## config.mk

```make
export PLATFORM = sky130hd
export DESIGN_NAME = tel_cell
export DESIGN_NICKNAME = d
export VERILOG_FILES = /design/src/hw/rtl/assert_macros.svh /design/src/hw/rtl/tel_pkg.sv /design/src/hw/rtl/tel_cell.sv
export SDC_FILE = /design/constraint.sdc
export NUM_CORES = 1
export LEC_CHECK = 0
export BUFFER_PORTS_ARGS = -buffer_cell sky130_fd_sc_hd__buf_4
export CELL_PAD_IN_SITES_DETAIL_PLACEMENT = 0
export CELL_PAD_IN_SITES_GLOBAL_PLACEMENT = 2
export CORE_MARGIN = 2
export CORE_UTILIZATION = 29
export CTS_CLUSTER_DIAMETER = 40
export DETAILED_ROUTE_END_ITERATION = 8
export HOLD_SLACK_MARGIN = 0.1
export PLACE_DENSITY_LB_ADDON = 0.05
export RECOVER_POWER = 100
export SLEW_MARGIN = 20
export SYNTH_ARGS = -nofsm -noshare
export SYNTH_HDL_FRONTEND = slang
export SYNTH_SLANG_ARGS = --single-unit
```

## constraint.sdc

```tcl
create_clock -name i_clk -period 1.9 [get_ports i_clk]
set_clock_uncertainty 0.1 [all_clocks]
set_input_delay 0.095 -clock i_clk [delete_from_list [all_inputs] [get_ports i_clk]]
set_output_delay 0.095 -clock i_clk [all_outputs]
set_load 0.05 [all_outputs]
```

## src/hw/rtl/assert_macros.svh

```systemverilog
// Assertion macros used by the top-level RTL file of the edge table lookup.
`ifndef ASSERT_MACROS_SVH
`define ASSERT_MACROS_SVH

// Same-cycle implication, checked while reset is released.
`define TEL_ASSERT_IMP(label, clk, rst_n, ante, cons, msg) \
    label: assert property (@(posedge clk) disable iff (!rst_n) (ante) |-> (cons)) \
        else $error(msg);

// Next-cycle implication, checked while reset is released.
`define TEL_ASSERT_NXT(label, clk, rst_n, ante, cons, msg) \
    label: assert property (@(posedge clk) disable iff (!rst_n) (ante) |=> (cons)) \
        else $error(msg);

`endif

```

## src/hw/rtl/tel_pkg.sv

```systemverilog
// Package with the opcodes and shared types of the edge table lookup.
package tel_pkg;

    typedef enum logic [1:0] {
        OP_CLEAR  = 2'd0,
        OP_APPEND = 2'd1,
        OP_QUERY  = 2'd2
    } t_op;

    localparam int unsigned IDX_W  = 10;
    localparam int unsigned VERT_W = 16;

    // Flags that travel with an edge through the chain of match cells.
    typedef struct packed {
        logic valid;
        logic claimed;
        logic last;
    } t_tok_flags;

    // Control from the sequencer to every match cell.
    typedef struct packed {
        logic start;
    } t_cell_ctl;

endpackage

```

## src/hw/rtl/tel_cell.sv

```systemverilog
// Match cell: holds one triangle side and the best matching edge index for it.
module tel_cell
    import tel_pkg::*;
#(
    parameter int unsigned VERTEX_BITS = 16,
    parameter int unsigned ADDR_W      = 10
) (
    input  logic                     i_clk,
    input  logic                     i_rst_n,
    input  t_cell_ctl                i_ctl,
    input  logic [VERTEX_BITS-1:0]   i_side_p,
    input  logic [VERTEX_BITS-1:0]   i_side_q,
    input  t_tok_flags               i_flags,
    input  logic [2*VERTEX_BITS-1:0] i_edge,
    input  logic [ADDR_W-1:0]        i_idx,
    output t_tok_flags               o_flags,
    output logic [2*VERTEX_BITS-1:0] o_edge,
    output logic [ADDR_W-1:0]        o_idx,
    output logic                     o_found,
    output logic [ADDR_W-1:0]        o_best
);

    logic [VERTEX_BITS-1:0]   r_p;
    logic [VERTEX_BITS-1:0]   r_q;
    logic                     r_found;
    logic [ADDR_W-1:0]        r_best;
    t_tok_flags               r_flags;
    logic [2*VERTEX_BITS-1:0] r_edge;
    logic [ADDR_W-1:0]        r_idx;

    logic [VERTEX_BITS-1:0] w_e0;
    logic [VERTEX_BITS-1:0] w_e1;
    logic                   w_hit;
    t_tok_flags             n_flags;

    assign w_e0 = i_edge[VERTEX_BITS-1:0];
    assign w_e1 = i_edge[2*VERTEX_BITS-1:VERTEX_BITS];

    // An edge already taken by an earlier side passes through untouched.
    assign w_hit = i_flags.valid && !i_flags.claimed &&
                   (((w_e0 == r_p) && (w_e1 == r_q)) || ((w_e1 == r_p) && (w_e0 == r_q)));

    always_comb begin
        n_flags         = i_flags;
        n_flags.claimed = i_flags.claimed || w_hit;
    end

    always_ff @(posedge i_clk) begin
        if (!i_rst_n) begin
            r_flags <= '0;
            r_found <= 1'b0;
        end else begin
            r_flags <= n_flags;
            if (i_ctl.start) begin
                r_found <= 1'b0;
            end else if (w_hit) begin
                r_found <= 1'b1;
            end
        end
    end

    always_ff @(posedge i_clk) begin
        r_edge <= i_edge;
        r_idx  <= i_idx;
        if (i_ctl.start) begin
            r_p    <= i_side_p;
            r_q    <= i_side_q;
            r_best <= '0;
        end else if (w_hit) begin
            // Edges arrive in index order, so the latest hit is the highest index.
            r_best <= i_idx;
        end
    end

    assign o_flags = r_flags;
    assign o_edge  = r_edge;
    assign o_idx   = r_idx;
    assign o_found = r_found;
    assign o_best  = r_best;

endmodule

```

==> metrics.md, run 1 <==
| Metric | Value |
|---|---|
| Outcome | finished, violations left |
| Failing checks | setup timing |
| Clock sink count | 88 |
| CTS tree | built |
| Routed Antenna Nets | 0 |
| Syn_nets | 294 |
| Post-synthesis compound-gate area fraction | 0.733% |
| First-pass GRT wire length | 12.6 mm |
| FF+latch count, synth | 88 |
| Pin count of the biggest net entering global routing | 54 |
| Max-cap violation count | 0 |
| Core area | 10,300 µm² |
| DRC viols | 0 |
| WS Path Type | flip-flop to flip-flop |
| Worst Hold Class | input pin to flip-flop |
| PortBufs | 135 |
| Fin. Hold Viols | 0 |
| Worst Setup Slack, final | -130 ps |
| Worst-Skew Late Latency | roughly 350 ps |
| Layout cell share with drive strength beyond 1 | 17.0% |
| Total of warnings raised by yosys | 0 |
| Synth Area per Inst | between 10 and 15 µm² |
| H-Tree Depth | 3 |
| Final WL | 8.18 mm |
| Critical Path End Type | flip-flop |
| Die Wd | 107 µm |
| Most frequent cells in the layout | 90 x clkbuf_1, 80 x dlygate4sd3_1, 64 x xor2_1 |
| Worst Path Max Fanout | 11 |
| Placer Congestion | 0.716 |
| Final period util | 107% |
| Fin crit period | 2030 ps |
| Clock slew at reported path FFs | ~90 ps |
| CTS buffer count | 9 |
| First drt pass iteration count | 4 |
| Antenna violations before repair | 0 |
| Row count | 37 |
| Seq/Total Area, Yosys | 67.7% |
| Number of global-route vias before repair | 2,552 |
| Die height | 107 µm |
| Netlist cell types | 15 |
| Area grow syn2layout | 62.3% |
| Worst EP required | about 2000 ps |
| All-Layer GR Usage | 14.7% |
| Vias/cell | 4.07 |
| Cell Area, Synth | approximately 3100 µm² |
| # IOs | 136 |
| Die area | 11,400 µm² |
| Placed cell areas | 4330 µm² |
| Xor/xnor share of the synthesized area | 18.2% |
| Iter 0 DRT Violations | 50 |
| Unrepaired setup endpoints after global routing | yes |
| Slew headroom | 22.1% |
| Initial Util | between 20% and 30% |
| Wire per inst | 13.9 µm |
| Final Cell Area | approximately 5000 µm² |
| Synth Instances | 214 |
| Crit start category | flip-flop |
| Root buffer cell | clkbuf_8 |
| Worst vdd ir | 393 µV |
| Simple-gate share of the synthesized area | under 10% |
| Total number of vias | approximately 2.4k |
| LEAKAGE | 2.03 nW |
| Total gr overflow | 0 |
| Adder-cell area share of the yosys netlist | 0% |
| Fin. max-slew vios | 0 |
| Multiplexer share of the synthesized area | 3.26% |
| Largest family of logic cells by synthesized area | XOR/XNOR gates |
| Final layout net count | 528 |
| Diodes inserted | 0 |
| Hold slack | 310 ps |
| Pwr dens | 794 nW/µm² |
| Post-DP HPWL | 5.76 mm |
| Setup Total Neg Slack | -1320 ps |
| Fmax | 493 MHz |
| Final core occ | 48.3% |
| Setup violators final | 11 |
| Clock buffer depth | 2 |
| CP Data Arrival Time | about 2200 ps |
| Least-Margin Pin Slew | 1170 ps |
| Most common cell after layout, fill and taps aside | clkbuf_1 |
layer usage:
metal / track usage (%) / part of all wire, % / vias to the layer above
met2: 24.1 / 47 / 81
met1: 18.6 / 47 / 1109
met3: 3.22 / 4.9 / 9
met5: 0 / 0 / -
li1: - / - / 1200
met4: 6.68 / 1.5 / 0
cell usage after synthesis:
library cell,number,area [µm²]
nor4_1,16,100
xor2_1,64,561
mux2i_1,10,100
a21oi_1,2,10.0
nand2b_1,21,131
nand3b_2,1,11.3
nand4_1,4,25.0
nor2b_1,1,6.26
inv_1,1,3.75
o22ai_2,1,12.5
edfxtp_1,32,961
and2_1,2,12.5
clkbuf_1,2,7.51
buf_6,1,11.3
dfxtp_1,56,1120
cell type report:
type                    instances  area, µm²
well taps                     136        170
clock inverters                 3       16.3
inverters                       1       3.75
flip-flops and latches         88       2080
fillers                      1018       5330
multi-input cells             122        988
repair buffers                226       1580
clock buffers                  13        149
path summary, 6_finish.rpt:
kind                  start   endpoint  slack [ps]  cells past startpoint
setup / recovery     r_p[6]  o_best[5]        -130                      7
hold reg to reg     o_found    o_found         350                      2
setup reg to reg     r_p[6]  o_best[5]        -130                      7
hold / removal    i_edge[9]  o_edge[9]         310                      2
power breakdown:
part	internal [mW]	switching, mW
Clock	0.510	0.635
Combinational	0.302	0.393
Sequential	2.07	0.0552
state kept, by name, summed over array words and instances (netlist names):
signal	flops
o_best	10
r_q	16
o_found	1
o_edge	32
o_flags	3
o_idx	10
r_p	16
cells by family after synthesis:
kind of cell | after synthesis
DFF | 88
muxes | 10
AOI/OAI and AO/OA | 3
xor gates and xnor gates | 64
and+or+nand+nor | 45
buffers and inverters | 4
critical path, stage by stage, from the launching register on:
cell and delay, ps:
edfxtp_1 430, xor2_1 190, nor4_1 370, nand4_1 160, o22ai_2 260, nand3b_2 120
buf_12 170, mux2i_1 120
stage by stage:
step | std cells | setup slack (ps) | power (mW)
2_1_floorplan | 214 | 166 | 2.47
3_3_place_gp | 493 | -186 | 2.81
3_5_place_dp | 493 | -260 | 2.81
4_1_cts | 589 | -146 | 4.10
5_1_grt | 589 | -268 | 4.17
6_report | 589 | -130 | 3.96
repair_timing:
item | CTS | global route
endpoints found under the hold margin | 88 | 0
buffers inserted | 0 | 0
resized for setup | 2 | 1
gates cloned | 0 | 0
pin swaps | 3 | 0
hold buffers | 80 | 0
setup endpoints to repair | 12 | 12
Note: power is estimated with default switching activity, not from simulation.
==> inputs of run 2 (changes only) <==
- CORE_UTILIZATION: 29 -> 31
- CTS_BUF_LIST: not set -> sky130_fd_sc_hd__clkbuf_8
==> run 2 against run 1 <==
Against the previous run: largest cell class unchanged; highest routed layer unchanged; sequential share of layout area is 0.41 points lower; via count grew 0.96%; wire length barely moved; worst hold slack hardly changed; the flow still finishes with violations (setup timing).
==> metrics.md, run 2 (synthesis results as in run 1) <==
| Metric | Value |
|---|---|
| Slowest stage cell, crit path | edfxtp_1 |
| Wire per inst | 13.9 µm (about the same) |
| Die height | 104 µm (-3.2%) |
| CTS tree | built |
| Root buffer cell | clkbuf_8 |
| Clock buffer depth | 2 (unchanged) |
| WS Path Type | flip-flop to flip-flop |
| Antenna violations before repair | 0 (unchanged) |
| Number of global-route vias before repair | 2,550 (-0.078%) |
| Worst-Skew Late Latency | 350 ps (about the same) |
| Worst Path Max Fanout | 11 (unchanged) |
| Die area | 10,700 µm² (-6.2%) |
| Filler cells | 962 (-5.5%) |
| # IOs | 136 (unchanged) |
| Vias/cell | 4.11 (+0.96%) |
| LEAKAGE | 2.08 nW (+2.8%) |
| PortBufs | 135 (unchanged) |
| Worst vdd ir | 405 µV (+3.1%) |
| Clock sink count | 88 (unchanged) |
| Die Wd | 104 µm (-3.2%) |
| Setup violators final | 11 (unchanged) |
| Area grow syn2layout | 63.9% |
| Final period util | 110% (+3.1 points) |
| Fmax | 478 MHz (-2.9%) |
| Total number of vias | 2,422 (+0.96%) |
| Failing checks | setup timing |
| All-Layer GR Usage | 15.8% (+1.1 points) |
| Pre-CTS setup slack | -198 ps (+62.2 ps) |
| Initial Util | 31.7% (+2.0 points) |
| Crit path cell chain | xor2_1, nor4_1, buf_4, nand4_1, o22ai_2, nand3b_4, buf_12, mux2i_1 |
| Pin count of the biggest net entering global routing | 54 (unchanged) |
| Hold slack | 310 ps (-0.0940 ps) |
| Least-Margin Pin Slew | 1150 ps (-19.1 ps) |
| Worst Hold Class | input pin to flip-flop |
| Fin crit period | 2090 ps (+59.6 ps) |
| Critical Path End Type | flip-flop |
| Slowest stage delay, CP | 420 ps (about the same) |
| Worst EP required | 2050 ps (about the same) |
| Total gr overflow | 0 (unchanged) |
| Placed cell areas | 4330 µm² (about the same) |
| CTS buffer count | 9 (unchanged) |
| Unrepaired setup endpoints after global routing | yes |
| Pwr dens | 785 nW/µm² (-1.1%) |
| Outcome | finished, violations left |
| Max-cap violation count | 0 (unchanged) |
| Fin. max-slew vios | 0 (unchanged) |
| DRC viols | 0 (unchanged) |
| Crit start category | flip-flop |
| First-pass GRT wire length | 13.2 mm (+4.6%) |
| Iter 0 DRT Violations | 48 (-4.0%) |
| Post-DP HPWL | 5.62 mm (-2.4%) |
| Flip-flop count of the largest register after layout | 32 (unchanged) |
| First drt pass iteration count | 4 (unchanged) |
| Reg2reg setup slack | -190 ps (-60 ps) |
| Final layout net count | 531 (+0.57%) |
| Diodes inserted | 0 (unchanged) |
| H-Tree Depth | 3 (unchanged) |
| Fin. Hold Viols | 0 (unchanged) |
| Layout cell share with drive strength beyond 1 | 19.1% (+2.1 points) |
| CP Data Arrival Time | 2240 ps (+70 ps) |
| Clock slew at reported path FFs | 90 ps (about the same) |
| Core area | 9680 µm² (-6.2%) |
| Most frequent cells in the layout | 82 x clkbuf_1, 80 x dlygate4sd3_1, 64 x xor2_1 |
| Slew headroom | 23.4% (+1.3 points) |
| Final core occ | 52.0% (+3.7 points) |
| Final Cell Area | 5040 µm² (+1.0%) |
| Worst Setup Slack, final | -190 ps (-59.6 ps) |
| Placer Congestion | 0.712 (-0.61%) |
| Row count | 36 (-2.7%) |
| Routed Antenna Nets | 0 (unchanged) |
| Most common cell after layout, fill and taps aside | clkbuf_1 |
| Final WL | 8.19 mm (about the same) |
run 2: cell count changes in the layout (fill, tap and decap cells not counted), sizes merged:
cell,previous run,this run
clkinv,2,3
clkbuf,143,134
inv,2,5
buf,16,24
run 2: what timing repair did:
action                                  in CTS  in global routing
hold buffers                                80                  0
hold endpoints to repair                    88                  0
gates cloned                                 0                  0
pin swaps                                    3                  3
gates resized for setup                      1                  4
endpoints found under the setup margin      11                 12
buffers inserted                             3                  0
run 2: critical path: cells and delay by family (launching register included):
| family | cells | cell delay (ps) |
|---|---|---|
| AOI/OAI and AO/OA | 1 | 300 |
| xor gates and xnor gates | 1 | 180 |
| buffers and inverters | 2 | 320 |
| DFF | 1 | 420 |
| muxes | 1 | 110 |
| and+or+nand+nor | 3 | 560 |
run 2: where the power goes:
group          total [mW]  switching (mW)  internal (mW)
registers            2.12          0.0549           2.07
logic               0.710           0.395          0.315
clock network        1.13           0.659          0.466
total                3.96            1.11           2.85
run 2: final timing paths:
check	start	cells after the start	to
worst max register to register	r_p[0]	8	o_best[8]
worst min-delay path	i_idx[9]	2	o_idx[9]
worst min register to register	o_found	2	o_found
worst max-delay path	r_p[0]	8	o_best[8]
run 2: metrics by stage:
| step | TNS, ps | instances | power [mW] |
|---|---|---|---|
| after CTS | -2030 | 589 | 4.09 |
| after floorplan | 0 | 214 | 2.47 |
| after global routing | -2440 | 589 | 4.17 |
| after global placement | -2130 | 490 | 2.80 |
| after detailed placement | -2050 | 490 | 2.80 |
| final | -1970 | 589 | 3.96 |
run 2: area by class of cell:
class | count | area, µm² | area share (%)
Clock inverter | 7 | 38.8 | 0.770
Sequential cell | 88 | 2080 | 41.3
Multi-Input combinational cell | 122 | 1000 | 19.9
Timing Repair Buffer | 229 | 1620 | 32.2
Clock buffer | 9 | 124 | 2.46
Inverter | 1 | 3.75 | 0.0745
Tap cell | 133 | 166 | 3.30
run 2: layer usage:
layer  up-vias  routed length [µm]  track usage [%]
li1       1209                   -                -
met1      1120                3380             18.7
met2        86                4170             27.7
met3         7                 555             5.22
met4         0                  75             4.34
met5         -                   0                0
==> inputs of run 3 (changes only) <==
- CORE_MARGIN: 2 -> 10
- CTS_BUF_LIST: sky130_fd_sc_hd__clkbuf_8 -> sky130_fd_sc_hd__clkbuf_2
==> run 3 against run 2 <==
Against the previous run: the run still ends with setup timing left; sequential power is essentially flat; final area grew 2.4%; largest cell class unchanged; maximum frequency is 3.8% higher; critical path depth unchanged; register-to-register slack better by 80 ps; combinational power rose by 3.5%; worst setup slack improved by 76 ps; clock power decreased by 7%; power decreased by 1.0%; critical path type unchanged.
==> metrics.md, run 3 (synthesis results as in run 1) <==
| Metric | Value |
|---|---|
| Final layout net count | 548 (+3.2%) |
| Total number of vias | 2,479 (+2.4%) |
| Critical Path End Type | flip-flop |
| Fmax | 497 MHz (+3.8%) |
| CTS buffer count | 9 (unchanged) |
| Clock buffer depth | 2 (unchanged) |
| Iter 0 DRT Violations | 63 (+31%) |
| Reg2reg setup slack | -110 ps (+80 ps) |
| Filler cells | 943 (-2.0%) |
| Area grow syn2layout | 67.8% |
| DRC viols | 0 (unchanged) |
| Slowest stage delay, CP | 460 ps (+40 ps) |
| Worst-Skew Late Latency | 510 ps (+160 ps) |
| Clock sink count | 88 (unchanged) |
| Slew headroom | 23.3% (-0.073 points) |
| Fin crit period | 2010 ps (-76.5 ps) |
| Worst Path Max Fanout | 11 (unchanged) |
| Antenna violations before repair | 0 (unchanged) |
| Final period util | 106% (-4.0 points) |
| CP Data Arrival Time | 2360 ps (+120 ps) |
| Layout cell share with drive strength beyond 1 | 16.9% (-2.2 points) |
| Core area | 9730 µm² (+0.47%) |
| Post-DP HPWL | 6.74 mm (+20%) |
| Total gr overflow | 0 (unchanged) |
| Total power | 3.92 mW (-1.0%) |
| Least-Margin Pin Slew | 1150 ps (+1.09 ps) |
| LEAKAGE | 2.11 nW (+1.2%) |
| H-Tree Depth | 3 (unchanged) |
| Final WL | 9.64 mm (+18%) |
| Root buffer cell | clkbuf_2 |
| Setup violators final | 11 (unchanged) |
| Worst Setup Slack, final | -113 ps (+76.5 ps) |
| WS Path Type | flip-flop to flip-flop |
| Worst vdd ir | 369 µV (-8.9%) |
| First-pass GRT wire length | 15.1 mm (+15%) |
| # IOs | 136 (unchanged) |
| Die Wd | 120 µm (+15%) |
| All-Layer GR Usage | 13.3% (-2.5 points) |
| Crit start category | flip-flop |
| Crit path cell chain | xor2_1, nor4_2, buf_4, nand4_1, o22ai_2, nand3b_2, buf_12, mux2i_1 |
| Pwr dens | 759 nW/µm² (-3.3%) |
| Worst path bufs/invs | 2 (unchanged) |
| Fin. max-slew vios | 0 (unchanged) |
| Wire per inst | 15.9 µm (+14%) |
| Sequential share of power | 54.3% (+0.7 points) |
| Die height | 120 µm (+15%) |
| Outcome | finished, violations left |
| Reg area | 2080 µm² (unchanged) |
| Initial Util | 31.6% (-0.15 points) |
| Slowest stage cell, crit path | edfxtp_1 |
| Placer Congestion | 0.757 (+6.3%) |
| Row count | 36 (unchanged) |
| Pin count of the biggest net entering global routing | 54 (unchanged) |
| Gate power share | 18.8% (+0.9 points) |
| Most frequent cells in the layout | 101 x dlygate4sd3_1, 87 x clkbuf_1, 64 x xor2_1 |
| Hold slack | 169 ps (-141 ps) |
| First drt pass iteration count | 4 (unchanged) |
| Clock slew at reported path FFs | 220 ps (+130 ps) |
| Fin. Hold Viols | 0 (unchanged) |
| Sw Share | 27.3% (-0.72 points) |
| Diodes inserted | 0 (unchanged) |
| Vias/cell | 4.09 (-0.52%) |
| Worst EP required | 2250 ps (+200 ps) |
| Die area | 14,300 µm² (+33%) |
| Worst Hold Class | input pin to flip-flop |
| Routed Antenna Nets | 0 (unchanged) |
| Failing checks | setup timing |
| PortBufs | 135 (unchanged) |
| Multi-input logic area | 995 µm² (-0.87%) |
| Clock power share | 26.9% (-1.5 points) |
| CTS tree | built |
| Internal power | 2.85 mW (about the same) |
| Max-cap violation count | 0 (unchanged) |
| Most common cell after layout, fill and taps aside | dlygate4sd3_1 |
| Flip-flop count of the largest register after layout | 32 (unchanged) |
| Number of global-route vias before repair | 2,841 (+11%) |
| Switching power | 1.07 mW (-3.6%) |
| Unrepaired setup endpoints after global routing | yes |
| CP top delay family | simple AND/OR/NAND/NOR gates |
run 3: cell type report:
type                    instances  share of cell area [%]
clock buffers                  12                    1.16
inverters                       1                  0.0728
repair buffers                246                    34.6
clock inverters                 4                    1.33
multi-input cells             122                    19.3
well taps                     133                    3.23
flip-flops and latches         88                    40.4
run 3: what timing repair did:
item | 4_1_cts | 5_1_grt
hold buffers | 95 | 6
endpoints found under the setup margin | 12 | 12
resized for setup | 2 | 2
endpoints found under the hold margin | 120 | 6
pin swaps | 0 | 0
buffers inserted | 1 | 0
run 3: worst paths after layout:
check             from  cells past startpoint        end
min          i_edge[8]                      2  o_edge[8]
min reg2reg    o_found                      2    o_found
max reg2reg     r_p[9]                      8  o_best[0]
max             r_p[9]                      8  o_best[0]
run 3: per-stage QoR:
step           TNS (ps)  setup WS (ps)  cells  util, %  area [µm²]
2_1_floorplan         0            166    214        -        3070
3_3_place_gp      -1740           -159    489     44.4        4320
3_5_place_dp      -2070           -193    489     44.4        4320
4_1_cts           -1420           -152    600     55.7        5420
5_1_grt           -2820           -272    606     53.0        5160
6_report          -1040           -113    606     53.0        5160
run 3: power groups by stage:
stage	clock network, mW	registers (mW)	logic [mW]
final	1.05	2.13	0.735
after detailed placement	0	2.17	0.642
after CTS	1.10	2.13	0.808
after global routing	1.18	2.14	0.795
after floorplan	0	2.34	0.134
after global placement	0	2.16	0.646
run 3: metal layers:
| metal | vias up | GRT usage, % | routed length, µm |
|---|---|---|---|
| met1 | 1144 | 15.4 | 4030 |
| met4 | 0 | 3.24 | 91 |
| met5 | - | 0 | 0 |
| met2 | 80 | 22.9 | 4830 |
| li1 | 1245 | - | - |
| met3 | 10 | 5.06 | 687 |
